==> config.mk <==
export PLATFORM = sky130hd
export DESIGN_NAME = chained_hash_table
export DESIGN_NICKNAME = d
export VERILOG_FILES = /design/src/rtl/core/cht_pkg.sv /design/src/rtl/core/cht_mod.sv /design/src/rtl/core/cht_free.sv /design/src/rtl/core/chained_hash_table.sv
export VERILOG_INCLUDE_DIRS = /design/src /design/src/rtl/core
export SDC_FILE = /design/constraint.sdc
export NUM_CORES = 2
export LEC_CHECK = 0
export ABC_AREA = 1
export ABC_CLOCK_PERIOD_IN_PS = 4900
export BUFFER_PORTS_ARGS = -buffer_cell sky130_fd_sc_hd__buf_2
export CAP_MARGIN = 30
export CORE_MARGIN = 3
export CORE_UTILIZATION = 58
export CTS_CLUSTER_DIAMETER = 100
export CTS_CLUSTER_SIZE = 10
export DETAILED_ROUTE_END_ITERATION = 8
export PLACE_DENSITY = 0.74
export SKIP_LAST_GASP = 1
export SLEW_MARGIN = 40
export SYNTH_ARGS = -nofsm -noshare
export SYNTH_HDL_FRONTEND = slang
export SYNTH_HIERARCHICAL = 1
export SYNTH_SLANG_ARGS = --single-unit
export TNS_END_PERCENT = 10
==> constraint.sdc <==
create_clock -name i_clk -period 4.9 [get_ports i_clk]
set_clock_uncertainty 0.05 [all_clocks]
set_input_delay 0.735 -clock i_clk [delete_from_list [all_inputs] [get_ports i_clk]]
set_output_delay 0.735 -clock i_clk [all_outputs]
set_load 0.01 [all_outputs]
==> src/rtl/core/chained_hash_table_defines.svh <==
// assertion macros for the hash table rtl
`ifndef CHAINED_HASH_TABLE_DEFINES_SVH
`define CHAINED_HASH_TABLE_DEFINES_SVH

// consequent checked in the same cycle as the antecedent
`define CHT_ASSERT_NOW(lbl, ante, cons, msg) \
    lbl: assert property (@(posedge i_clk) disable iff (!i_rst_n) (ante) |-> (cons)) \
        else $error(msg);

// consequent checked in the cycle after the antecedent
`define CHT_ASSERT_NEXT(lbl, ante, cons, msg) \
    lbl: assert property (@(posedge i_clk) disable iff (!i_rst_n) (ante) |=> (cons)) \
        else $error(msg);

`endif

==> src/rtl/core/cht_pkg.sv <==
// shared types and codes for the chained hash table
package cht_pkg;

    localparam int ACT_W  = 2;
    localparam int KEY_W  = 31;
    localparam int DATA_W = 32;
    localparam int STAT_W = 2;

    localparam logic [ACT_W-1:0] ACT_INSERT = 2'd0;
    localparam logic [ACT_W-1:0] ACT_SEARCH = 2'd1;
    localparam logic [ACT_W-1:0] ACT_REMOVE = 2'd2;
    localparam logic [ACT_W-1:0] ACT_NOP    = 2'd3;

    localparam logic [STAT_W-1:0] STAT_OK   = 2'd0;
    localparam logic [STAT_W-1:0] STAT_FULL = 2'd1;
    localparam logic [STAT_W-1:0] STAT_MISS = 2'd2;

    typedef struct packed {
        logic [ACT_W-1:0]  action;
        logic [KEY_W-1:0]  key;
        logic [DATA_W-1:0] payload;
    } t_req;

    typedef struct packed {
        logic [STAT_W-1:0] status;
        logic [DATA_W-1:0] data_out;
    } t_rsp;

    // free node stack control
    typedef struct packed {
        logic rd;
        logic push;
        logic pop;
    } t_free_ctl;

endpackage

==> src/rtl/core/cht_mod.sv <==
// bucket index unit: key modulo table size by mask or reciprocal multiply
module cht_mod #(
    parameter int TABLE_SIZE = 16
) (
    input  logic                          i_clk,
    input  logic                          i_rst_n,
    input  logic                          i_go,
    input  logic [cht_pkg::KEY_W-1:0]     i_key,
    output logic                          o_done,
    output logic [$clog2(TABLE_SIZE)-1:0] o_bucket
);

    localparam int AW = $clog2(TABLE_SIZE);

    if ((TABLE_SIZE & (TABLE_SIZE - 1)) == 0) begin : g_pow2
        logic          r_done;
        logic [AW-1:0] r_rem;

        always_ff @(posedge i_clk) begin
            if (!i_rst_n) begin
                r_done <= 1'b0;
            end else begin
                r_done <= i_go;
            end
            if (i_go) begin
                r_rem <= i_key[AW-1:0];
            end
        end

        assign o_done   = r_done;
        assign o_bucket = r_rem;
    end else begin : g_recip
        localparam int KW = cht_pkg::KEY_W;
        localparam int PW = KW + 32;
        localparam int SH = KW + AW;
        // ceil(2^SH / TABLE_SIZE): quotient from the top product bits is exact for any key
        localparam logic [31:0] RECIP =
            32'(((64'd1 << SH) + 64'(TABLE_SIZE - 1)) / 64'(TABLE_SIZE));
        localparam logic [KW-1:0] MODV = KW'(TABLE_SIZE);

        logic          r_mul_vld;
        logic          r_done;
        logic [KW-1:0] r_key;
        logic [KW-1:0] r_quot;
        logic [AW-1:0] r_rem;
        logic [KW-1:0] w_rem;

        // remainder from the registered quotient and key
        assign w_rem = r_key - r_quot * MODV;

        always_ff @(posedge i_clk) begin
            if (!i_rst_n) begin
                r_mul_vld <= 1'b0;
                r_done    <= 1'b0;
            end else begin
                r_mul_vld <= i_go;
                r_done    <= r_mul_vld;
            end
            if (i_go) begin
                r_key  <= i_key;
                r_quot <= KW'((PW'(i_key) * PW'(RECIP)) >> SH);
            end
            if (r_mul_vld) begin
                r_rem <= w_rem[AW-1:0];
            end
        end

        assign o_done   = r_done;
        assign o_bucket = r_rem;
    end

endmodule

==> src/rtl/core/cht_free.sv <==
// free node stack: pop on insert, push on remove and during the clearing pass
module cht_free #(
    parameter int TABLE_SIZE = 16
) (
    input  logic                          i_clk,
    input  logic                          i_rst_n,
    input  cht_pkg::t_free_ctl            i_ctl,
    input  logic [$clog2(TABLE_SIZE)-1:0] i_push_idx,
    output logic                          o_empty,
    output logic [$clog2(TABLE_SIZE)-1:0] o_top
);

    localparam int AW = $clog2(TABLE_SIZE);
    localparam int CW = $clog2(TABLE_SIZE + 1);

    logic [AW-1:0] stk [TABLE_SIZE];
    logic [CW-1:0] r_cnt;
    logic [CW-1:0] w_dec;
    logic [AW-1:0] r_top;

    assign w_dec = r_cnt - CW'(1);

    always_ff @(posedge i_clk) begin
        if (!i_rst_n) begin
            r_cnt <= '0;
        end else if (i_ctl.push) begin
            r_cnt <= r_cnt + CW'(1);
        end else if (i_ctl.pop) begin
            r_cnt <= w_dec;
        end
    end

    always_ff @(posedge i_clk) begin
        if (i_ctl.push) begin
            stk[r_cnt[AW-1:0]] <= i_push_idx;
        end
        if (i_ctl.rd) begin
            r_top <= stk[w_dec[AW-1:0]];
        end
    end

    assign o_empty = (r_cnt == '0);
    assign o_top   = r_top;

endmodule

==> src/rtl/core/chained_hash_table.sv <==
// chained hash table top level: sequencer, bucket heads and node store
//
// Keyed table with separate chaining over a pool of TABLE_SIZE nodes. Pulse
// start while busy is low to hand in one request (insert, search or remove);
// exactly one result comes back later as a single-cycle o_valid strobe with
// o_rsp, and the receiver must take it in that cycle since it cannot stall.
// After reset, busy stays high for a clearing pass that nulls every bucket
// head and fills the free node stack. The bucket index comes from a mask of
// the key when TABLE_SIZE is a power of two, else from a reciprocal multiply
// and a remainder step. An insert is refused with full status when the free
// stack is empty; a search or remove walks the chain from its head until a
// key matches or the chain ends (no walk for an empty bucket). The chain walk
// reads one node per cycle from the node store; busy drops in the strobe
// cycle, so the next request can be accepted right then. Duplicate keys are
// allowed; search and remove hit the newest matching node. Action 3 does
// nothing and reports ok.
`include "chained_hash_table_defines.svh"

module chained_hash_table #(
    parameter int TABLE_SIZE = 16
) (
    input  logic          i_clk,
    input  logic          i_rst_n,
    input  logic          start,
    input  cht_pkg::t_req i_req,
    output logic          busy,
    output logic          o_valid,
    output cht_pkg::t_rsp o_rsp
);

    localparam int AW = $clog2(TABLE_SIZE);
    localparam int LW = $clog2(TABLE_SIZE + 1);
    // link value that ends a chain
    localparam logic [LW-1:0] NULL_LINK = LW'(TABLE_SIZE);
    localparam logic [AW-1:0] LAST_IDX  = AW'(TABLE_SIZE - 1);

    typedef enum logic [2:0] {
        ST_CLEAR,
        ST_IDLE,
        ST_HASH,
        ST_INS,
        ST_INS_WR,
        ST_HEAD,
        ST_HEAD_CHK,
        ST_WALK
    } t_state;

    // sequencer registers
    t_state        r_state, n_state;
    cht_pkg::t_req r_req, n_req;
    logic [AW-1:0] r_cur, n_cur;         // node whose data sits in the read regs
    logic [AW-1:0] r_prev, n_prev;       // node before r_cur in the chain
    logic          r_prev_null, n_prev_null;
    logic [AW-1:0] r_clr, n_clr;         // clearing pass index
    logic          r_valid, n_valid;
    cht_pkg::t_rsp r_rsp, n_rsp;

    // bucket heads and node store
    logic [LW-1:0]              head_mem [TABLE_SIZE];
    logic [cht_pkg::KEY_W-1:0]  key_mem  [TABLE_SIZE];
    logic [cht_pkg::DATA_W-1:0] data_mem [TABLE_SIZE];
    logic [LW-1:0]              next_mem [TABLE_SIZE];

    logic [LW-1:0]              r_head_q;
    logic [cht_pkg::KEY_W-1:0]  r_key_q;
    logic [cht_pkg::DATA_W-1:0] r_data_q;
    logic [LW-1:0]              r_next_q;

    // memory port controls
    logic [AW-1:0] w_head_ra;
    logic          w_head_we;
    logic [AW-1:0] w_head_wa;
    logic [LW-1:0] w_head_wd;
    logic [AW-1:0] w_node_ra;
    logic          w_node_we;
    logic          w_next_we;
    logic [AW-1:0] w_next_wa;
    logic [LW-1:0] w_next_wd;

    // hash unit and free stack
    logic               w_hash_go;
    logic               w_hash_done;
    logic [AW-1:0]      w_bucket;
    cht_pkg::t_free_ctl w_free_ctl;
    logic [AW-1:0]      w_push_idx;
    logic               w_free_empty;
    logic [AW-1:0]      w_free_top;

    assign busy      = (r_state != ST_IDLE);
    assign w_hash_go = start && (r_state == ST_IDLE);

    cht_mod #(
        .TABLE_SIZE(TABLE_SIZE)
    ) u_mod (
        .i_clk   (i_clk),
        .i_rst_n (i_rst_n),
        .i_go    (w_hash_go),
        .i_key   (i_req.key),
        .o_done  (w_hash_done),
        .o_bucket(w_bucket)
    );

    cht_free #(
        .TABLE_SIZE(TABLE_SIZE)
    ) u_free (
        .i_clk     (i_clk),
        .i_rst_n   (i_rst_n),
        .i_ctl     (w_free_ctl),
        .i_push_idx(w_push_idx),
        .o_empty   (w_free_empty),
        .o_top     (w_free_top)
    );

    always_comb begin
        n_state     = r_state;
        n_req       = r_req;
        n_cur       = r_cur;
        n_prev      = r_prev;
        n_prev_null = r_prev_null;
        n_clr       = r_clr;
        n_valid     = 1'b0;
        n_rsp       = r_rsp;

        w_head_ra  = w_bucket;
        w_head_we  = 1'b0;
        w_head_wa  = w_bucket;
        w_head_wd  = NULL_LINK;
        w_node_ra  = r_cur;
        w_node_we  = 1'b0;
        w_next_we  = 1'b0;
        w_next_wa  = w_free_top;
        w_next_wd  = r_head_q;
        w_free_ctl = '0;
        w_push_idx = r_cur;

        case (r_state)
            ST_CLEAR: begin
                // null one head and hand one node to the free stack per cycle
                w_head_we       = 1'b1;
                w_head_wa       = r_clr;
                w_head_wd       = NULL_LINK;
                w_free_ctl.push = 1'b1;
                w_push_idx      = r_clr;
                n_clr           = r_clr + AW'(1);
                if (r_clr == LAST_IDX) begin
                    n_state = ST_IDLE;
                end
            end
            ST_IDLE: begin
                if (start) begin
                    n_req   = i_req;
                    n_state = ST_HASH;
                end
            end
            ST_HASH: begin
                if (w_hash_done) begin
                    case (r_req.action)
                        cht_pkg::ACT_INSERT: begin
                            n_state = ST_INS;
                        end
                        cht_pkg::ACT_SEARCH, cht_pkg::ACT_REMOVE: begin
                            n_state = ST_HEAD;
                        end
                        default: begin
                            // unused action: no change, plain ok
                            n_valid = 1'b1;
                            n_rsp   = '{status: cht_pkg::STAT_OK, data_out: '0};
                            n_state = ST_IDLE;
                        end
                    endcase
                end
            end
            ST_INS: begin
                if (w_free_empty) begin
                    n_valid = 1'b1;
                    n_rsp   = '{status: cht_pkg::STAT_FULL, data_out: '0};
                    n_state = ST_IDLE;
                end else begin
                    // head read and free stack top land together
                    w_free_ctl.rd = 1'b1;
                    n_state       = ST_INS_WR;
                end
            end
            ST_INS_WR: begin
                // push the new node at the head of its chain
                w_node_we      = 1'b1;
                w_next_we      = 1'b1;
                w_next_wa      = w_free_top;
                w_next_wd      = r_head_q;
                w_head_we      = 1'b1;
                w_head_wa      = w_bucket;
                w_head_wd      = LW'(w_free_top);
                w_free_ctl.pop = 1'b1;
                n_valid        = 1'b1;
                n_rsp          = '{status: cht_pkg::STAT_OK, data_out: '0};
                n_state        = ST_IDLE;
            end
            ST_HEAD: begin
                n_state = ST_HEAD_CHK;
            end
            ST_HEAD_CHK: begin
                if (r_head_q >= NULL_LINK) begin
                    n_valid = 1'b1;
                    n_rsp   = '{status: cht_pkg::STAT_MISS, data_out: '0};
                    n_state = ST_IDLE;
                end else begin
                    w_node_ra   = r_head_q[AW-1:0];
                    n_cur       = r_head_q[AW-1:0];
                    n_prev_null = 1'b1;
                    n_state     = ST_WALK;
                end
            end
            ST_WALK: begin
                if (r_key_q == r_req.key) begin
                    n_valid = 1'b1;
                    n_state = ST_IDLE;
                    if (r_req.action == cht_pkg::ACT_SEARCH) begin
                        n_rsp = '{status: cht_pkg::STAT_OK, data_out: r_data_q};
                    end else begin
                        // unlink the hit and return it to the pool
                        n_rsp = '{status: cht_pkg::STAT_OK, data_out: '0};
                        if (r_prev_null) begin
                            w_head_we = 1'b1;
                            w_head_wa = w_bucket;
                            w_head_wd = r_next_q;
                        end else begin
                            w_next_we = 1'b1;
                            w_next_wa = r_prev;
                            w_next_wd = r_next_q;
                        end
                        w_free_ctl.push = 1'b1;
                        w_push_idx      = r_cur;
                    end
                end else if (r_next_q >= NULL_LINK) begin
                    n_valid = 1'b1;
                    n_rsp   = '{status: cht_pkg::STAT_MISS, data_out: '0};
                    n_state = ST_IDLE;
                end else begin
                    // follow the link, one node per cycle
                    w_node_ra   = r_next_q[AW-1:0];
                    n_cur       = r_next_q[AW-1:0];
                    n_prev      = r_cur;
                    n_prev_null = 1'b0;
                end
            end
            default: begin
                n_state = ST_IDLE;
            end
        endcase
    end

    always_ff @(posedge i_clk) begin
        if (!i_rst_n) begin
            r_state <= ST_CLEAR;
            r_clr   <= '0;
            r_valid <= 1'b0;
        end else begin
            r_state <= n_state;
            r_clr   <= n_clr;
            r_valid <= n_valid;
        end
        r_req       <= n_req;
        r_cur       <= n_cur;
        r_prev      <= n_prev;
        r_prev_null <= n_prev_null;
        r_rsp       <= n_rsp;
    end

    // bucket head memory
    always_ff @(posedge i_clk) begin
        if (w_head_we) begin
            head_mem[w_head_wa] <= w_head_wd;
        end
        r_head_q <= head_mem[w_head_ra];
    end

    // node store
    always_ff @(posedge i_clk) begin
        if (w_node_we) begin
            key_mem[w_free_top]  <= r_req.key;
            data_mem[w_free_top] <= r_req.payload;
        end
        if (w_next_we) begin
            next_mem[w_next_wa] <= w_next_wd;
        end
        r_key_q  <= key_mem[w_node_ra];
        r_data_q <= data_mem[w_node_ra];
        r_next_q <= next_mem[w_node_ra];
    end

    assign o_valid = r_valid;
    assign o_rsp   = r_rsp;

    `CHT_ASSERT_NOW(a_strobe_idle, o_valid, !busy, "result strobe while busy")
    `CHT_ASSERT_NEXT(a_accept_busy, start && !busy, busy, "accepted request did not raise busy")
    `CHT_ASSERT_NEXT(a_one_strobe, o_valid, !o_valid, "result strobe longer than one cycle")
    `CHT_ASSERT_NOW(a_data_zero, o_valid && (o_rsp.status != cht_pkg::STAT_OK), o_rsp.data_out == '0, "nonzero data on failed request")

endmodule

Word-level counts from Yosys, hierarchy flattened
Memories as Yosys holds them, arrays and structs flattened. A register that Yosys moved wholly into a read port is not among the register bits.
Cells that the tools add are included.
{"block": "word_totals", "register_bits": 126, "ram_bits": 1232, "inputBits": 68, "word_cells": 133, "mem_count": 5}
{"block": "classes", "add_sub_neg": 3, "n_lt_le_gt_ge": 2, "eq_ne": 22, "mux": 70, "n_bitwise": 2, "n_reduce_logical": 15}
{"memory": "data_mem", "words": 16, "word_bits": 32, "rd": 1, "rd_clocked_by_memory_dff": 1, "write_ports": 1, "line": "chained_hash_table.sv:61", "source": "logic [cht_pkg::DATA_W-1:0] data_mem [TABLE_SIZE];"}
{"memory": "key_mem", "words": 16, "word_bits": 31, "rd": 1, "rd_clocked_by_memory_dff": 1, "write_ports": 1, "line": "chained_hash_table.sv:60", "source": "logic [cht_pkg::KEY_W-1:0] key_mem [TABLE_SIZE];"}
{"memory": "head_mem", "words": 16, "word_bits": 5, "rd": 1, "rd_clocked_by_memory_dff": 1, "write_ports": 1, "line": "chained_hash_table.sv:59", "source": "logic [LW-1:0] head_mem [TABLE_SIZE];"}
{"memory": "next_mem", "words": 16, "word_bits": 5, "rd": 1, "rd_clocked_by_memory_dff": 1, "write_ports": 1, "line": "chained_hash_table.sv:62", "source": "logic [LW-1:0] next_mem [TABLE_SIZE];"}
{"memory": "u_free.stk", "words": 16, "word_bits": 4, "rd": 1, "rd_clocked_by_memory_dff": 1, "write_ports": 1, "line": "cht_free.sv:16", "source": "logic [AW-1:0] stk [TABLE_SIZE];"}
{"op": "$mux 34", "n": 6}
{"op": "$pmux 34 s5", "n": 1}
{"op": "$mux 5", "n": 9}
{"op": "$mux 4", "n": 9}
{"op": "$mux 32", "n": 1}
{"op": "$eq 31x31->1", "n": 1}
{"op": "$mux 1", "n": 28}
{"op": "$pmux 3 s8", "n": 1}
{"op": "$mux 3", "n": 7}
{"op": "$ne 2x2->1 const B", "n": 7}
{"op": "$eq 3x3->1 const B", "n": 4}
{"op": "$ge 5x5->1 const B", "n": 2}
{"op": "$pmux 5 s2", "n": 1}
{"op": "$pmux 1 s2", "n": 4}
{"op": "$pmux 4 s2", "n": 1}
{"op": "$reduce_and 4->1", "n": 2}
{"op": "$eq 3x2->1 const B", "n": 2}
{"op": "$pmux 3 s2", "n": 1}
{"op": "$reduce_and 6->1", "n": 1}
{"op": "$add 5x1->5 const B", "n": 1}
{"op": "$logic_not 5->1", "n": 1}
{"op": "$pmux 1 s5", "n": 1}
{"op": "$reduce_bool 5->1", "n": 1}
{"op": "$sub 5x1->5 const B", "n": 1}
{"op": "17 further kinds", "n": 21}

Depth between registers and ports, before layout
{"block": "depth", "ltp_word": 6, "depth_mapped": 20, "depth_no_buf": 18}

Cells and area by module
The synthesis kept the hierarchy.
{"mod": "chained_hash_table", "n_inst": 1, "cells_per_inst": 5087, "area_each_um2": 56331.5, "seq_area_each_um2": 39898.3}
{"mod": "cht_free", "n_inst": 1, "cells_per_inst": 344, "area_each_um2": 3325.7, "seq_area_each_um2": 2142.1}
{"mod": "cht_mod", "n_inst": 1, "cells_per_inst": 7, "area_each_um2": 147.6, "seq_area_each_um2": 140.1}

Worst setup path before layout
OpenSTA, ideal clock, no wires.
{"block": "synth_path", "path_type": "flip-flop to flip-flop", "from": "register r_state[0]", "to": "register r_req[0] (netlist name), enable pin", "setup_ps": 498, "arrival_ps": 3784, "t_required_ps": 4352, "setup_slack_ps": 568, "path_stages_with_launch": 7, "path_buffers": 0, "synth_period_minus_slack_ps": 4332, "path_cell_list": "dfxtp_1 > inv_1 > nor2_1 > inv_1 > nor2_1 > inv_1 > nor2_1"}
{"block": "synth_between", "elab_chain_cells": 2}
{"item": "from (decl)", "line": "chained_hash_table.sv:49", "source": "t_state r_state, n_state;"}
{"item": "from (signal assigned)", "line": "chained_hash_table.sv:258", "source": "r_state <= n_state;"}
{"item": "$eq 3x1->1", "line": "chained_hash_table.sv:136", "source": "case (r_state)"}
{"item": "$reduce_and 2->1 (no line)"}
{"item": "to (signal assigned)", "line": "chained_hash_table.sv:262", "source": "r_req <= n_req;"}
{"item": "to (decl)", "line": "chained_hash_table.sv:50", "source": "cht_pkg::t_req r_req, n_req;"}
Every way passes these cells.
A chain may end at the register's enable or synchronous reset.

Final worst setup path
{"block": "layout_path", "from": "register r_req[39] (netlist name)", "to": "register r_data_q[30] (netlist name) (read register of data_mem)"}
{"block": "layout_between", "elab_chain_cells": 3}
{"item": "$eq 31x31->1", "line": "chained_hash_table.sv:214", "source": "if (r_key_q == r_req.key) begin"}
{"item": "$mux 4"}
{"item": "$pmux 4 s2", "line": "chained_hash_table.sv:136"}
{"item": "to (decl)", "line": "chained_hash_table.sv:66", "source": "logic [cht_pkg::DATA_W-1:0] r_data_q;"}
Every way passes these cells.

==> qor.yml <==
status:
  outcome: "complete, no violations"
critical_path:
  r2r_start: "r_req[39]"
  crit_arrival_ns: 4.64
  crit_required_ns: 5.54
  worstPathCellList: "inv_1 > nand2_1 > nand4_1 > nor2_1 > nand2_1 > nor2_4 > nand2_2 > nand2_1 > nor2_2 > inv_2 > o21ai_1 > a21oi_4 > buf_4 > buf_4 > nand3_1 > nand2_1"
  end_kind: "flop"
  critical_path_peak_fanout: 40
  worstSetupStartpoint: "r_req[39]"
  critical-path-max-stage-delay_ns: 0.72
  cpMaxStageDelayCell: "edfxtp_1"
  startpoint_type: "flop"
  critPathMostFrequentCell: "nand2_1"
  critPathKind: "reg2reg"
run:
  drv_cap: 0
grt:
  use_met3_pct: 4.74
  antenna_found_initial: 1
  first_global_vias: 38779
  grt_util_met1_pct: 37.4
  grt-busiest-layer: "met2"
  grt_start_max_net_pins: 180
  grt_pass1_wl_mm: 222
  grt_util_met2_pct: 43.4
  grt_overflow: 0
  grt_usage_pct: 26.9
power:
  power.switching_mw: 7.01
  leakage_nw: 26.6
  clockPowerShare_pct: 38.6
  p_int_mw: 21.1
  power-per-cell-area_nw_per_um2: 421
  irDropWorstVdd_uv: 351
  comb_power_share_pct: 9.9
  swShare_pct: 24.9
  pwr-share-seq_pct: 51.5
  power.total_mw: 28.1
logic_synthesis:
  ys_seq_area_share_pct: 70.5
  synth.distinct_cells: 40
  synth.top_cell.area_share_pct: 67.5
  synth.most_common_cell: "nand2_1"
  synthCells: 5438
  synth.avg_cell_area_um2: 11.0
  synth_flop_cell: "edfxtp_1"
  synth_nets: 5514
  yosys.area.top_type: "edfxtp_1"
  synth_edf_count: 1344
  synth-seq-cells: 1435
  ys_async_sr_fraction_pct: 0
  ys_warn_count: 6
  synthTopCellsByCount: "nand2_1 (1354), edfxtp_1 (1344), nand3_1 (1295), inv_1 (683), buf_2 (205)"
  synthTopCellsByArea: "edfxtp_1 (67%), nand3_1 (11%), nand2_1 (8.5%)"
  syn_area_um2: 59800
floorplan:
  die_h_um: 327
  core_area_um2: 102000
  die_area_um2: 107000
  die_width_um: 327
  io_pins: 104
  start_util_pct: 58.6
  rows: 117
detailed_routing:
  dr.pass1.iters: 6
  routed_wirelength_mm: 145
  detail_route.iter0.violations: 5193
  wl_per_cell_um: 20.8
  drc: 0
  vias: 40211
  final_antenna_net_count: 0
  vias_per_cell: 5.78
timing:
  max-slew-margin-rel_pct: 37.3
  fmax_mhz: 250
  fin_setup_tns_ns: 0
  fin_crit_sh_pct: 81.6
  finalMaxSlewViolations: 0
  rsz0062_at_grt: "false"
  final.min_clock_period_ns: 4.00
  final-hold-violation-count: 0
  setup_viol: 0
  tightestPinTransition_ns: 0.940
clocking:
  cts_tree: "built"
  root_buffer: "clkbuf_16"
  cts.path.max_buffers: 3
  hold_buffers: 0
  htreeDepth: 4
  clk_pin_slew_worst_paths_ns: 0.06
  post_cts_buffers: 0
  cts-resized-gates: 0
  clock_latency_ns: 0.77
  numCtsBuffers: 161
  cts.sinks: 1435
hold_path:
  hold_path.class: "in2reg"
  min_from: "i_req[15]"
final_layout:
  diodes: 0
  layout-drive-gt1-share_pct: 7.48
  area_growth_syn_to_layout_pct: 11.5
  n_fill_cell: 7361
  layout.nets: 5559
place:
  portBuffers: 103
  post-dp-hpwl_mm: 73.4
  place_congestion: 0.886
sequential cells by signal (all words and copies together), names as in the netlist, 5 cells and up:
| signal | flops |
|---|---|
| u_free/stk | 64 |
| next_mem | 80 |
| data_mem | 512 |
| r_key_q | 31 |
| r_next_q | 5 |
| r_data_q | 32 |
| u_free/r_cnt | 5 |
| o_rsp | 34 |
| r_head_q | 5 |
| head_mem | 80 |
| r_req | 65 |
| key_mem | 496 |
path summary, 6_finish.rpt:
check | end | slack (ns) | cells past startpoint
max | r_data_q[30] | 0.90 | 16
min | r_req[15] | 0.11 | 1
max reg2reg | r_data_q[30] | 0.90 | 16
min reg2reg | r_clr[2] | 0.46 | 2
per-stage QoR:
step | instances | utilization, % | hold WS, ns | setup WS [ns] | cell area (um2)
floorplan | 5438 | - | 0.401 | 0.568 | 59800
global placement | 6681 | 60.6 | 0.428 | 1.12 | 61800
detailed placement | 6688 | 60.8 | 0.445 | 1.05 | 62000
CTS | 6955 | 65.3 | 0.0577 | 0.993 | 66700
global route | 6955 | 65.3 | 0.0744 | 0.597 | 66700
finish | 6955 | 65.3 | 0.106 | 0.900 | 66700
power groups by stage:
| stage | Sequential, mW | Clock, mW | Combinational (mW) |
|---|---|---|---|
| after detailed placement | 14.7 | 0 | 2.74 |
| after global routing | 14.5 | 11.5 | 3.09 |
| after floorplan | 14.6 | 0 | 1.92 |
| after CTS | 14.5 | 11.0 | 2.76 |
| after global placement | 14.7 | 0 | 2.66 |
| final | 14.5 | 10.8 | 2.78 |
placed cells by master (no fill, tap or decap), types with 5 or more instances in the layout:
cell type	count
edfxtp_1	1344
o21ai_0	67
ha_1	8
inv_16	7
clkbuf_1	90
nor3b_1	32
nor3_1	5
o211ai_1	5
nand3_1	1295
nor2_1	128
xnor2_1	21
buf_12	33
clkbuf_16	163
buf_4	51
buf_2	103
nor2_4	19
nand2_1	1352
buf_6	5
o221ai_1	16
dfxtp_1	91
o22ai_1	9
inv_1	683
a21oi_1	12
cell families (layout without fill, tap and decap cells):
family / count (synthesis) / in the layout / synth area share (%)
AND/OR/NAND/NOR: 2849 / 2849 / 20.9
flip-flops: 1435 / 1435 / 70.5
buffers and inverters: 1002 / 1151 / 6.81
AO/OA/AOI/OAI: 120 / 120 / 1.19
XOR/XNOR: 24 / 24 / 0.377
adder cells (fa/ha/maj): 8 / 8 / 0.167
area by class of cell:
type                            count  area (um2)  area share, %
Tap cell                         1368        1710           2.57
Multi-Input combinational cell   3001       13800           20.6
Sequential cell                  1435       42200           63.3
Inverter                          685        2570           3.86
Clock inverter                     14         244          0.366
Timing Repair Buffer              199        1770           2.66
Clock buffer                      253        4420           6.63
layer usage:
metal | vias to the layer above | wire length, um
met2 | 2106 | 69400
met5 | - | 0
met3 | 318 | 14700
li1 | 18453 | -
met1 | 19334 | 57000
met4 | 0 | 3970
critical path, delay by kind of cell (launching register included):
| kind | cells | cell delay, ns |
|---|---|---|
| DFF | 1 | 0.72 |
| buffers and inverters | 4 | 1.48 |
| AOI/OAI and AO/OA | 2 | 0.24 |
| and+or+nand+nor | 10 | 1.41 |
No activity file was read; power rests on OpenSTA's default activity.
